[src/rtl/core/assert_macros.svh]
// ----------------------------------------------------------------------------
// assert_macros
// Assertion helper macros shared by the decoder RTL.
// ----------------------------------------------------------------------------
`ifndef ASSERT_MACROS_SVH
`define ASSERT_MACROS_SVH

// Concurrent implication check, clocked on clk_i, disabled in reset.
`define ASSERT_IMPL(label, ante, cons, msg) \
  label: assert property (@(posedge clk_i) disable iff (!rst_ni) (ante) |-> (cons)) \
    else $error(msg);

// Next-cycle implication check.
`define ASSERT_NEXT(label, ante, cons, msg) \
  label: assert property (@(posedge clk_i) disable iff (!rst_ni) (ante) |=> (cons)) \
    else $error(msg);

`endif

[src/rtl/core/pvd_pkg.sv]
// ----------------------------------------------------------------------------
// pvd_pkg
// Types, constants and trellis tables of the punctured Viterbi decoder.
// ----------------------------------------------------------------------------
package pvd_pkg;

  localparam int unsigned TbLen     = 1024;
  localparam int unsigned NumStates = 64;
  localparam int unsigned StW       = 6;
  localparam int unsigned PosW      = $clog2(TbLen);
  localparam int unsigned CntW      = $clog2(TbLen + 1);
  localparam int unsigned NumWords  = (TbLen + 63) / 64;
  localparam int unsigned WordW     = (NumWords > 1) ? $clog2(NumWords) : 1;
  localparam int unsigned MetW      = 13;
  localparam logic [MetW-1:0] MetUnreach = 13'd8191;
  localparam logic [MetW-1:0] MetSat     = 13'd8190;

  // Rate codes
  localparam logic [1:0] RateHalf   = 2'd0;
  localparam logic [1:0] RateTwo3rd = 2'd1;

  typedef struct packed {
    logic [1:0] code_pair;
    logic [1:0] code_rate;
    logic       first_step;
    logic       tail_step;
    logic       last_step;
  } in_item_t;

  typedef struct packed {
    logic [63:0] bits;
    logic [6:0]  bit_count;
    logic        last_word;
    logic        packet_end;
    logic        decode_failed;
  } out_item_t;

  // Classified step passed from front to back.
  typedef struct packed {
    logic [1:0] code_pair;
    logic       keep0;
    logic       keep1;
    logic       first_step;
    logic       tail_step;
    logic       last_step;
  } step_t;

  // Encoder output for (previous state, input bit): {bit1, bit0}
  function automatic logic [1:0] branch_code(input logic [StW-1:0] st, input logic b);
    logic [1:0] r;
    // code for input bit 0 is one of 0..3; input bit 1 gives its complement
    case (st)
      6'd0, 6'd6, 6'd8, 6'd14, 6'd19, 6'd21, 6'd27, 6'd29, 6'd34, 6'd36,
      6'd42, 6'd44, 6'd49, 6'd55, 6'd57, 6'd63: r = 2'd0;
      6'd1, 6'd7, 6'd9, 6'd15, 6'd18, 6'd20, 6'd26, 6'd28, 6'd35, 6'd37,
      6'd43, 6'd45, 6'd48, 6'd54, 6'd56, 6'd62: r = 2'd2;
      6'd2, 6'd4, 6'd10, 6'd12, 6'd17, 6'd23, 6'd25, 6'd31, 6'd32, 6'd38,
      6'd40, 6'd46, 6'd51, 6'd53, 6'd59, 6'd61: r = 2'd3;
      default: r = 2'd1;
    endcase
    return b ? ~r : r;
  endfunction

  function automatic logic [1:0] branch_metric(input logic [1:0] pair, input logic [1:0] exp,
                                               input logic k0, input logic k1);
    logic [1:0] d;
    d = pair ^ exp;
    return {1'b0, d[0] & k0} + {1'b0, d[1] & k1};
  endfunction

  function automatic logic [MetW-1:0] metric_add(input logic [MetW-1:0] m,
                                                 input logic [1:0] bm);
    logic [MetW:0] s;
    s = {1'b0, m} + {{(MetW-1){1'b0}}, bm};
    if (m == MetUnreach) return MetUnreach;
    return (s > {1'b0, MetSat}) ? MetSat : s[MetW-1:0];
  endfunction

endpackage

[src/rtl/core/pvd_front.sv]
// ----------------------------------------------------------------------------
// pvd_front
// Accepts steps, tracks the puncture phase and resolves the keep mask,
// then pushes classified steps into a small queue for the back end.
// ----------------------------------------------------------------------------
module pvd_front (
  input  logic                clk_i,
  input  logic                rst_ni,
  input  logic                in_valid_i,
  output logic                in_ready_o,
  input  pvd_pkg::in_item_t   in_data_i,
  output logic                q_valid_o,
  input  logic                q_pop_i,
  output pvd_pkg::step_t      q_data_o
);
  import pvd_pkg::*;

  localparam int unsigned QDepth = 4;

  step_t      fifo_q [QDepth];
  logic [1:0] wr_ptr_q, rd_ptr_q;
  logic [2:0] count_q;
  logic [3:0] phase_q, phase_d;
  logic [3:0] phase_use;
  logic [3:0] period;
  logic [4:0] kidx;
  logic [17:0] keep34;
  logic [11:0] keep23;
  logic        k0, k1;
  logic        push, pop;
  step_t       step;

  assign keep34 = 18'b100111100111100111;
  assign keep23 = 12'b011101110111;

  assign in_ready_o = (count_q != 3'(QDepth));
  assign push       = in_valid_i && in_ready_o;
  assign pop        = q_pop_i && (count_q != 3'd0);
  assign q_valid_o  = (count_q != 3'd0);
  assign q_data_o   = fifo_q[rd_ptr_q];

  // Puncture pattern lookup
  always_comb begin
    phase_use = in_data_i.first_step ? 4'd0 : phase_q;
    case (in_data_i.code_rate)
      RateHalf:   period = 4'd1;
      RateTwo3rd: period = 4'd6;
      default:    period = 4'd9;
    endcase
    if (phase_use >= period) phase_use = 4'd0;
    kidx = {phase_use, 1'b0};
    case (in_data_i.code_rate)
      RateHalf:   begin k0 = 1'b1; k1 = 1'b1; end
      RateTwo3rd: begin k0 = keep23[kidx[3:0]]; k1 = keep23[kidx[3:0] + 4'd1]; end
      default:    begin k0 = keep34[kidx]; k1 = keep34[kidx + 5'd1]; end
    endcase
    phase_d = (phase_use + 4'd1 == period) ? 4'd0 : phase_use + 4'd1;
    if (in_data_i.last_step) phase_d = 4'd0;
    step = '{code_pair: in_data_i.code_pair, keep0: k0, keep1: k1,
             first_step: in_data_i.first_step, tail_step: in_data_i.tail_step,
             last_step: in_data_i.last_step};
  end

  always_ff @(posedge clk_i) begin
    if (push) fifo_q[wr_ptr_q] <= step;
  end

  always_ff @(posedge clk_i or negedge rst_ni) begin
    if (!rst_ni) begin
      wr_ptr_q <= '0;
      rd_ptr_q <= '0;
      count_q  <= '0;
      phase_q  <= '0;
    end else begin
      if (push) begin
        wr_ptr_q <= wr_ptr_q + 2'd1;
        phase_q  <= phase_d;
      end
      if (pop) rd_ptr_q <= rd_ptr_q + 2'd1;
      count_q <= count_q + 3'(push) - 3'(pop);
    end
  end

  `include "assert_macros.svh"
  `ASSERT_IMPL(a_no_overflow, count_q == 3'(QDepth), !push, "push into full queue")
  `ASSERT_IMPL(a_count_range, 1'b1, count_q <= 3'(QDepth), "queue count out of range")
  `ASSERT_IMPL(a_phase_range, 1'b1, phase_q < 4'd9, "puncture phase out of range")
endmodule

[config.mk]
export PLATFORM = sky130hd
export DESIGN_NAME = pvd_front
export DESIGN_NICKNAME = d
export VERILOG_FILES = /design/src/rtl/core/pvd_pkg.sv /design/src/rtl/core/pvd_front.sv
export VERILOG_INCLUDE_DIRS = /design/src /design/src/rtl/core
export SDC_FILE = /design/constraint.sdc
export NUM_CORES = 1
export LEC_CHECK = 0
export CORE_AREA = 2 2 60 62
export DETAILED_ROUTE_END_ITERATION = 16
export DIE_AREA = 0 0 62 64
export DONT_BUFFER_PORTS = 1
export GPL_TIMING_DRIVEN = 0
export PLACE_DENSITY_LB_ADDON = 0.3
export SYNTH_ARGS = -nofsm -noshare
export SYNTH_HDL_FRONTEND = slang
export SYNTH_SLANG_ARGS = --single-unit
[constraint.sdc]
create_clock -name clk_i -period 3 [get_ports clk_i]
set_input_delay 0 -clock clk_i [delete_from_list [all_inputs] [get_ports clk_i]]
set_output_delay 0 -clock clk_i [all_outputs]
set_load 0.02 [all_outputs]
==> flow_summary.ini, run 1 <==
[outcome]
status = finished, final reports clean

[synth]
syn_nets = 174
synth_cell_types = 40
syn_area_sq_um = 2012
synth_ff_type = edfxtp_1
async_flop_share_pct = 28.21
synth-seq-cells = 39
synth_top_area_share_pct = 41.79
ys_top_cells_by_area = edfxtp_1, dfrtp_1, ha_1
yosysTopAreaCell = edfxtp_1
yosys_warnings = 0
seq_area_frac_synth_pct = 55.47
synthCells = 148
syn_area_per_cell_sq_um = 13.59
synth_edf_count = 28

[clock_network]
root_buffer = clkbuf_4
worstSkewPairLatency_ps = 340
cts_buffer_depth = 2
cts_num_sinks = 39
htreeDepth = 2
cts_tree = done
cts_made_buffers = 5
clk_pin_slew_worst_paths_ps = 120

[cells_and_area]
fin_util_pct = 68.80
multi_input_area_sq_um = 829.5
design_area_sq_um = 2260
antenna_cells = 0
nets = 191
syn2layout_area_growth_pct = 12.31
drive_gt1_share_pct = 16.27
fillCellCount = 221
fin_cells = 212
seq_area_sq_um = 1116

[place]
io_buffers = 0
postPlaceCellArea_sq_um = 2069
dp_cells = 194
gp_congestion = 0.7767
hpwl_um = 2613
dpl_worst_slack_ps = 191.0

[setup_path]
startpoint_type = flop
cp-end-kind = flop
crit_type = flop to flop
critPathArrivalTime_ps = 3160
required_ps = 3280
crit_fanout = 7

[routing]
wire_per_inst_um = 17.47
ant_nets = 0
drt_iter0_markers = 45
vias_per_cell = 5.821
drt-pass1-iter-count = 4
routed_wl_um = 3703
vias = 1234
drc = 0

[grt]
grt_pass1_wl_um = 6051
grt_usage_pct = 21.22
antenna_found_initial = 0
grt_max_degree = 14
globalRouteOverflowTotal = 0
grt_pass1_vias = 1320

[power_and_ir_drop]
power_mw = 1.777
pwr_density_cell_nw_per_um2 = 786.3
vdd_drop_max_mv = 0.5294
p_leak_nw = 0.8516

[timing]
setup_viol = 0
setup_slack_ps = 119.4
max_freq_mhz = 347.1
setup_tns_ps = 0
final-hold-violation-count = 0
min_period_over_period_pct = 96.02
maxSlewHeadroom_pct = 63.16
slew_viol_final = 0
worstMarginPinSlew_ps = 549.0
layout_min_cycle_time_ps = 2881
skew_ps = 4.842
hold_slack_ps = 42.20

[floorplanning]
die_w_um = 62
ios = 20
die-area_sq_um = 3968
die_y_um = 64
start_util_pct = 61.26
num_rows = 21
core_area_sq_um = 3284

[worst_hold_path]
hold_path_class = input pin to asynchronous set/reset pin

[run]
drv_cap = 0
[kinds of logic (layout without fill, tap and decap cells)]
logic type,Yosys count,in the layout,synth area share (%)
AO/OA/AOI/OAI,24,24,8.769
XOR/XNOR,9,9,3.918
buffers and inverters,16,34,3.856
AND/OR/NAND/NOR,37,37,9.951
adder cells (fa/ha/maj),15,15,9.702
multiplexers,8,8,8.333
flip-flops,39,39,55.47
[final timing paths]
check / endpoint / slack, ps / start / cells past startpoint
max: phase_q[3] / 120 / phase_q[3] / 9
max reg2reg: phase_q[3] / 120 / phase_q[3] / 9
min in group clk_i: phase_q[1] / 50 / in_data_i[4] / 3
max in group asynchronous: phase_q[0] / 2630 / rst_ni / 1
min reg2reg: count_q[2] / 570 / count_q[1] / 1
min: count_q[2] / 40 / rst_ni / 1
[synthesized netlist by cell type, types with 2 or more instances]
| library cell | number |
|---|---|
| edfxtp_1 | 28 |
| ha_1 | 14 |
| dfrtp_1 | 11 |
| nand2_1 | 11 |
| inv_1 | 10 |
| mux4_2 | 7 |
| nor2_1 | 6 |
| nor2b_1 | 6 |
| o21ai_0 | 6 |
| xnor2_1 | 6 |
| and2_1 | 5 |
| a21oi_1 | 4 |
| xor2_1 | 3 |
| a31oi_1 | 2 |
| buf_2 | 2 |
| nor3b_1 | 2 |
| o31ai_1 | 2 |
[flip-flops by register name, summed over array words and instances, names as in the netlist]
signal,count
rd_ptr_q,2
fifo_q,28
wr_ptr_q,2
phase_q,4
count_q,3
[layer usage]
metal  share of wire [%]  routed length [um]  global-route usage, %
met5                   0                   0                      0
met2                  55                2036                  35.55
met3                 4.6                 172                  6.073
met1                  39                1454                  25.76
met4                 1.1                  39                  6.649
[placed cells by master (no fill, tap or decap), types with 2 or more instances in the layout]
master / Yosys / layout
ha_1: 14 / 14
buf_4: 1 / 2
buf_2: 2 / 2
clkbuf_4: 0 / 5
o31ai_1: 2 / 2
xnor2_1: 6 / 6
mux4_2: 7 / 7
a31oi_1: 2 / 2
dfrtp_1: 11 / 11
dlygate4sd3_1: 0 / 9
and2_1: 5 / 5
a21oi_1: 4 / 4
nor2b_1: 6 / 6
nor3b_1: 2 / 2
inv_1: 10 / 10
nand2_1: 11 / 11
edfxtp_1: 28 / 28
nor2_1: 6 / 6
xor2_1: 3 / 2
o21ai_0: 6 / 6
[layout make-up]
class / count / share of cell area [%]
Sequential cell: 39 / 49.39
Tap cell: 46 / 2.547
Clock buffer: 5 / 1.661
Buffer: 5 / 1.606
Timing Repair Buffer: 10 / 4.319
Clock inverter: 3 / 1.938
Inverter: 11 / 1.827
Multi-Input combinational cell: 93 / 36.71
[worst max-delay path: stages (launching register included)]
cell and delay (ps):
dfrtp_1 500, nor2b_1 180, ha_1 330, a211oi_4 310
o21a_1 250, nand2_1 120, ha_1 380, and3_1 220
a2111o_1 420, o21ai_2 120
[power by group]
group / switching [mW] / internal (mW) / total (mW)
Sequential: 0.0642 / 0.720 / 0.784
Combinational: 0.384 / 0.257 / 0.641
Clock: 0.177 / 0.175 / 0.352
[what timing repair did]
| action | CTS | global route |
|---|---|---|
| endpoints found under the setup margin | 0 | 5 |
| hold buffers | 9 | 0 |
| buffers inserted | 0 | 1 |
| hold endpoints to repair | 45 | 0 |
| gates resized for setup | 0 | 2 |
No activity file was read; power rests on OpenSTA's default activity.
==> run 2: changes to the inputs <==
--- a/config.mk
+++ b/config.mk
@@ -10,7 +10,7 @@
 export DETAILED_ROUTE_END_ITERATION = 16
 export DIE_AREA = 0 0 62 64
 export DONT_BUFFER_PORTS = 1
-export GPL_TIMING_DRIVEN = 0
+export GPL_TIMING_DRIVEN = 1
 export PLACE_DENSITY_LB_ADDON = 0.3
 export SYNTH_ARGS = -nofsm -noshare
 export SYNTH_HDL_FRONTEND = slang
==> flow_summary.ini, run 2 (same netlist as run 1, synthesis figures left out) <==
[routing]
drc = 0
drt-pass1-iter-count = 4
ant_nets = 0
drt_iter0_markers = 45
wire_per_inst_um = 16.16
vias_per_cell = 5.846
met1_length_um = 1402
routed_wl_um = 3362
vias = 1216
highest_layer = met4
wl_met2_um = 1741
wl_met3_um = 156

[setup_path]
required_ps = 3230
crit_fanout = 7
critPathArrivalTime_ps = 3000
crit_type = flop to flop
r2r_end = phase_q[2]
timing.reg2reg.setup_slack_ps = 230
worst_path_largest_cell_delay_ps = 480
worstReg2RegStart = phase_q[3]
cp-end-kind = flop
startpoint_type = flop
cp_top_family = compound AO/OA/AOI/OAI gates
crit_path_cell_trace = nor2b_1 -> ha_1 -> a211oi_4 -> o21a_1 -> nand2_1 -> inv_1 -> ha_2 -> xor2_1 -> mux2i_1 -> o31ai_1
worst-path-stages = 10
critPathSlowestCell = dfrtp_1
reg2regPathDepth = 10
critPathBufInv = 1

[run]
drv_cap = 0

[timing]
slew_viol_final = 0
final-hold-violation-count = 0
worstMarginPinSlew_ps = 520.6
setup_slack_ps = 232.6
min_period_over_period_pct = 92.25
skew_ps = 11.94
setup_viol = 0
maxSlewHeadroom_pct = 65.18
max_freq_mhz = 361.3
rsz0062_at_grt = no
layout_min_cycle_time_ps = 2767
setup_tns_ps = 0

[worst_hold_path]
hold_path_class = input pin to flop
min_to = phase_q[3]
worstHoldPathCells = 3
hold_path_startpoint = in_data_i[4]

[place]
hpwl_um = 2474
postPlaceCellArea_sq_um = 2048
gp_congestion = 0.8281
io_buffers = 0
dpl_worst_slack_ps = 151.0

[cells_and_area]
drive_gt1_share_pct = 14.81
antenna_cells = 0
reg_top3 = fifo_q x28, phase_q x4, count_q x3
design_area_sq_um = 2226
nets = 187
fillCellCount = 239
largest_reg_flops = 28
top_register = fifo_q
final_cell_mix = edfxtp_1, ha_1, nand2_1, dfrtp_1, inv_1
mostFrequentLayoutCell = edfxtp_1
syn2layout_area_growth_pct = 10.63

[floorplanning]
die_w_um = 62
start_util_pct = 61.26
die-area_sq_um = 3968
die_y_um = 64
core_area_sq_um = 3284
num_rows = 21
ios = 20

[grt]
grt_usage_pct = 20.00
grt_max_degree = 14
antenna_found_initial = 0
globalRouteOverflowTotal = 0
grt_pass1_wl_um = 5651
grt_pass1_vias = 1243

[clock_network]
worstSkewPairLatency_ps = 340
clk_pin_slew_worst_paths_ps = 110
htreeDepth = 2
cts_made_buffers = 5
cts_buffer_depth = 2
root_buffer = clkbuf_4
cts_tree = done
cts_num_sinks = 39
post_cts_buffers = 0

[outcome]
status = finished, final reports clean

[power_and_ir_drop]
power_mw = 1.739
vdd_drop_max_mv = 0.5001
pwr_density_cell_nw_per_um2 = 781.4
p_leak_nw = 0.8367
==> run 2: layer usage <==
layer	track usage [%]	up-vias
li1	-	571
met1	24.55	588
met2	32.94	49
met3	5.061	8
met4	7.713	0
met5	0	-
==> run 2: worst max path at each step <==
stage,start,end,slack (ps)
finish,phase_q[3],phase_q[2],230
floorplan,phase_q[2],phase_q[3],430
global placement,phase_q[3],fifo_q[0][3],350
detailed placement,phase_q[3],fifo_q[0][3],150
global route,phase_q[3],phase_q[2],30
CTS,phase_q[3],fifo_q[3][3],120
==> run 2: cell type report <==
| class | count | area, sq um | share of cell area [%] |
|---|---|---|---|
| repair buffers | 11 | 105.1 | 4.722 |
| clock inverters | 3 | 43.79 | 1.967 |
| well taps | 46 | 57.56 | 2.586 |
| multi-input cells | 93 | 824.5 | 37.04 |
| inverters | 11 | 41.29 | 1.855 |
| clock buffers | 5 | 37.54 | 1.686 |
| flip-flops and latches | 39 | 1116 | 50.14 |
==> run 2: per-stage QoR <==
stage	utilization [%]	instances	hold slack, ps
global placement	62.36	191	-295.3
global route	67.77	208	26.26
CTS	67.58	208	15.22
finish	67.77	208	34.08
detailed placement	62.36	191	-295.3
floorplan	-	148	-295.6
==> run 2: report_power, final <==
part	switching, mW	internal (mW)	total, mW	leakage (nW)
Sequential	0.111	0.719	0.830	0.384
Combinational	0.320	0.246	0.566	0.407
Clock	0.167	0.175	0.343	0.0452
Total	0.598	1.14	1.74	0.837
==> run 2: worst register-to-register path: stages, from the launching register on <==
cell and delay (ps):
dfrtp_1 480, nor2b_1 170, ha_1 320, a211oi_4 290, o21a_1 230, nand2_1 110
inv_1 110, ha_2 270, xor2_1 240, mux2i_1 140, o31ai_1 300
==> run 2: what timing repair did <==
action,CTS,global route
resized for setup,0,2
hold buffers,9,0
endpoints found under the setup margin,0,6
endpoints found under the hold margin,45,0
==> run 3: changes to the inputs <==
--- a/config.mk
+++ b/config.mk
@@ -11,6 +11,7 @@
 export DIE_AREA = 0 0 62 64
 export DONT_BUFFER_PORTS = 1
 export GPL_TIMING_DRIVEN = 1
+export MAX_ROUTING_LAYER = met4
 export PLACE_DENSITY_LB_ADDON = 0.3
 export SYNTH_ARGS = -nofsm -noshare
 export SYNTH_HDL_FRONTEND = slang
==> flow_summary.ini, run 3 (same netlist as run 1, synthesis figures left out) <==
[floorplanning]
num_rows = 21
die-area_sq_um = 3968
core_area_sq_um = 3284
start_util_pct = 61.26
ios = 20
die_w_um = 62
die_y_um = 64

[timing]
setup_tns_ps = 0
rsz0062_at_grt = no
skew_ps = 11.96
maxSlewHeadroom_pct = 65.31
max_freq_mhz = 361.1
hold_slack_ps = 33.78
slew_viol_final = 0
min_period_over_period_pct = 92.31
worstMarginPinSlew_ps = 516.9
layout_min_cycle_time_ps = 2769
setup_viol = 0
final-hold-violation-count = 0

[cells_and_area]
drive_gt1_share_pct = 14.81
reg_top3 = fifo_q x28, phase_q x4, count_q x3
nets = 187
antenna_cells = 0
seq_area_sq_um = 1116
mostFrequentLayoutCell = edfxtp_1
multi_input_area_sq_um = 824.5
fin_util_pct = 67.77
largest_reg_flops = 28
fillCellCount = 239
top_register = fifo_q
design_area_sq_um = 2226
final_cell_mix = edfxtp_1, ha_1, nand2_1, dfrtp_1, inv_1
syn2layout_area_growth_pct = 10.63

[clock_network]
cts_made_buffers = 5
cts_buffer_depth = 2
cts_num_sinks = 39
root_buffer = clkbuf_4
clk_pin_slew_worst_paths_ps = 110
worstSkewPairLatency_ps = 340
htreeDepth = 2
cts_tree = done

[setup_path]
crit_type = flop to flop
critPathBufInv = 1
critPathArrivalTime_ps = 3000
crit_path_cell_trace = nor2b_1 -> ha_1 -> a211oi_4 -> o21a_1 -> nand2_1 -> inv_1 -> ha_2 -> xor2_1 -> mux2i_1 -> o31ai_1
cp_top_family = compound AO/OA/AOI/OAI gates
cp-end-kind = flop
startpoint_type = flop
worst_path_largest_cell_delay_ps = 480
required_ps = 3230
critPathSlowestCell = dfrtp_1
crit_fanout = 7

[grt]
grt_pass1_wl_um = 5644
grt_max_degree = 14
antenna_found_initial = 0
globalRouteOverflowTotal = 0
grt_usage_pct = 20.53
grt_pass1_vias = 1244

[routing]
vias = 1223
drt-pass1-iter-count = 4
routed_wl_um = 3345
vias_per_cell = 5.880
drt_iter0_markers = 49
wire_per_inst_um = 16.08
ant_nets = 0
drc = 0

[power_and_ir_drop]
p_leak_nw = 0.8367
pwr_density_cell_nw_per_um2 = 781.6
vdd_drop_max_mv = 0.5006

[run]
drv_cap = 0

[outcome]
status = finished, final reports clean

[place]
hpwl_um = 2474
gp_congestion = 0.8407
io_buffers = 0
postPlaceCellArea_sq_um = 2048

[worst_hold_path]
hold_path_class = input pin to flop
-- run 3: worst register-to-register path: stages, from the launching register on --
cell and delay, ps:
dfrtp_1 480, nor2b_1 170, ha_1 320, a211oi_4 290, o21a_1 230, nand2_1 110, inv_1 110, ha_2 270
xor2_1 240, mux2i_1 140, o31ai_1 300
-- run 3: area by class of cell --
class | instances | share of cell area, %
well taps | 46 | 2.586
flip-flops and latches | 39 | 50.14
multi-input cells | 93 | 37.04
repair buffers | 11 | 4.722
inverters | 11 | 1.855
clock inverters | 3 | 1.967
clock buffers | 5 | 1.686
-- run 3: stage by stage --
step	worst slack [ps]	total power [mW]	instances
3_5_place_dp	151.0	1.405	191
6_report	230.8	1.740	208
3_3_place_gp	348.8	1.369	191
2_1_floorplan	434.3	1.297	148
5_1_grt	30.18	1.870	208
4_1_cts	118.2	1.764	208
-- run 3: worst paths after layout --
check	startpoint	to	slack, ps	cells after the start
setup reg to reg	phase_q[3]	phase_q[2]	230	10
hold reg to reg	count_q[0]	count_q[0]	550	1
min in group asynchronous	rst_ni	phase_q[0]	60	1
setup / recovery	phase_q[3]	phase_q[2]	230	10
hold / removal	in_data_i[4]	phase_q[3]	30	3
max in group asynchronous	rst_ni	phase_q[3]	2590	1
-- run 3: where the power goes --
part | leakage (nW) | internal (mW) | total (mW) | switching, mW
clock | 0.0452 | 0.175 | 0.343 | 0.168
combinational | 0.407 | 0.246 | 0.566 | 0.320
sequential | 0.384 | 0.719 | 0.830 | 0.111
total | 0.837 | 1.14 | 1.74 | 0.599
-- run 3: metal layers --
layer,GRT usage [%],up-vias,share of wire (%)
li1,-,571,-
met1,24.55,598,42
met2,32.94,46,52
met3,5.061,8,4.6
met4,7.713,0,1.8
met5,-,-,0
-- run 3: what timing repair did --
action,4_1_cts,5_1_grt
gates resized for setup,0,2
buffers inserted,0,0
hold buffers,9,0
hold endpoints to repair,45,0
endpoints found under the setup margin,0,6
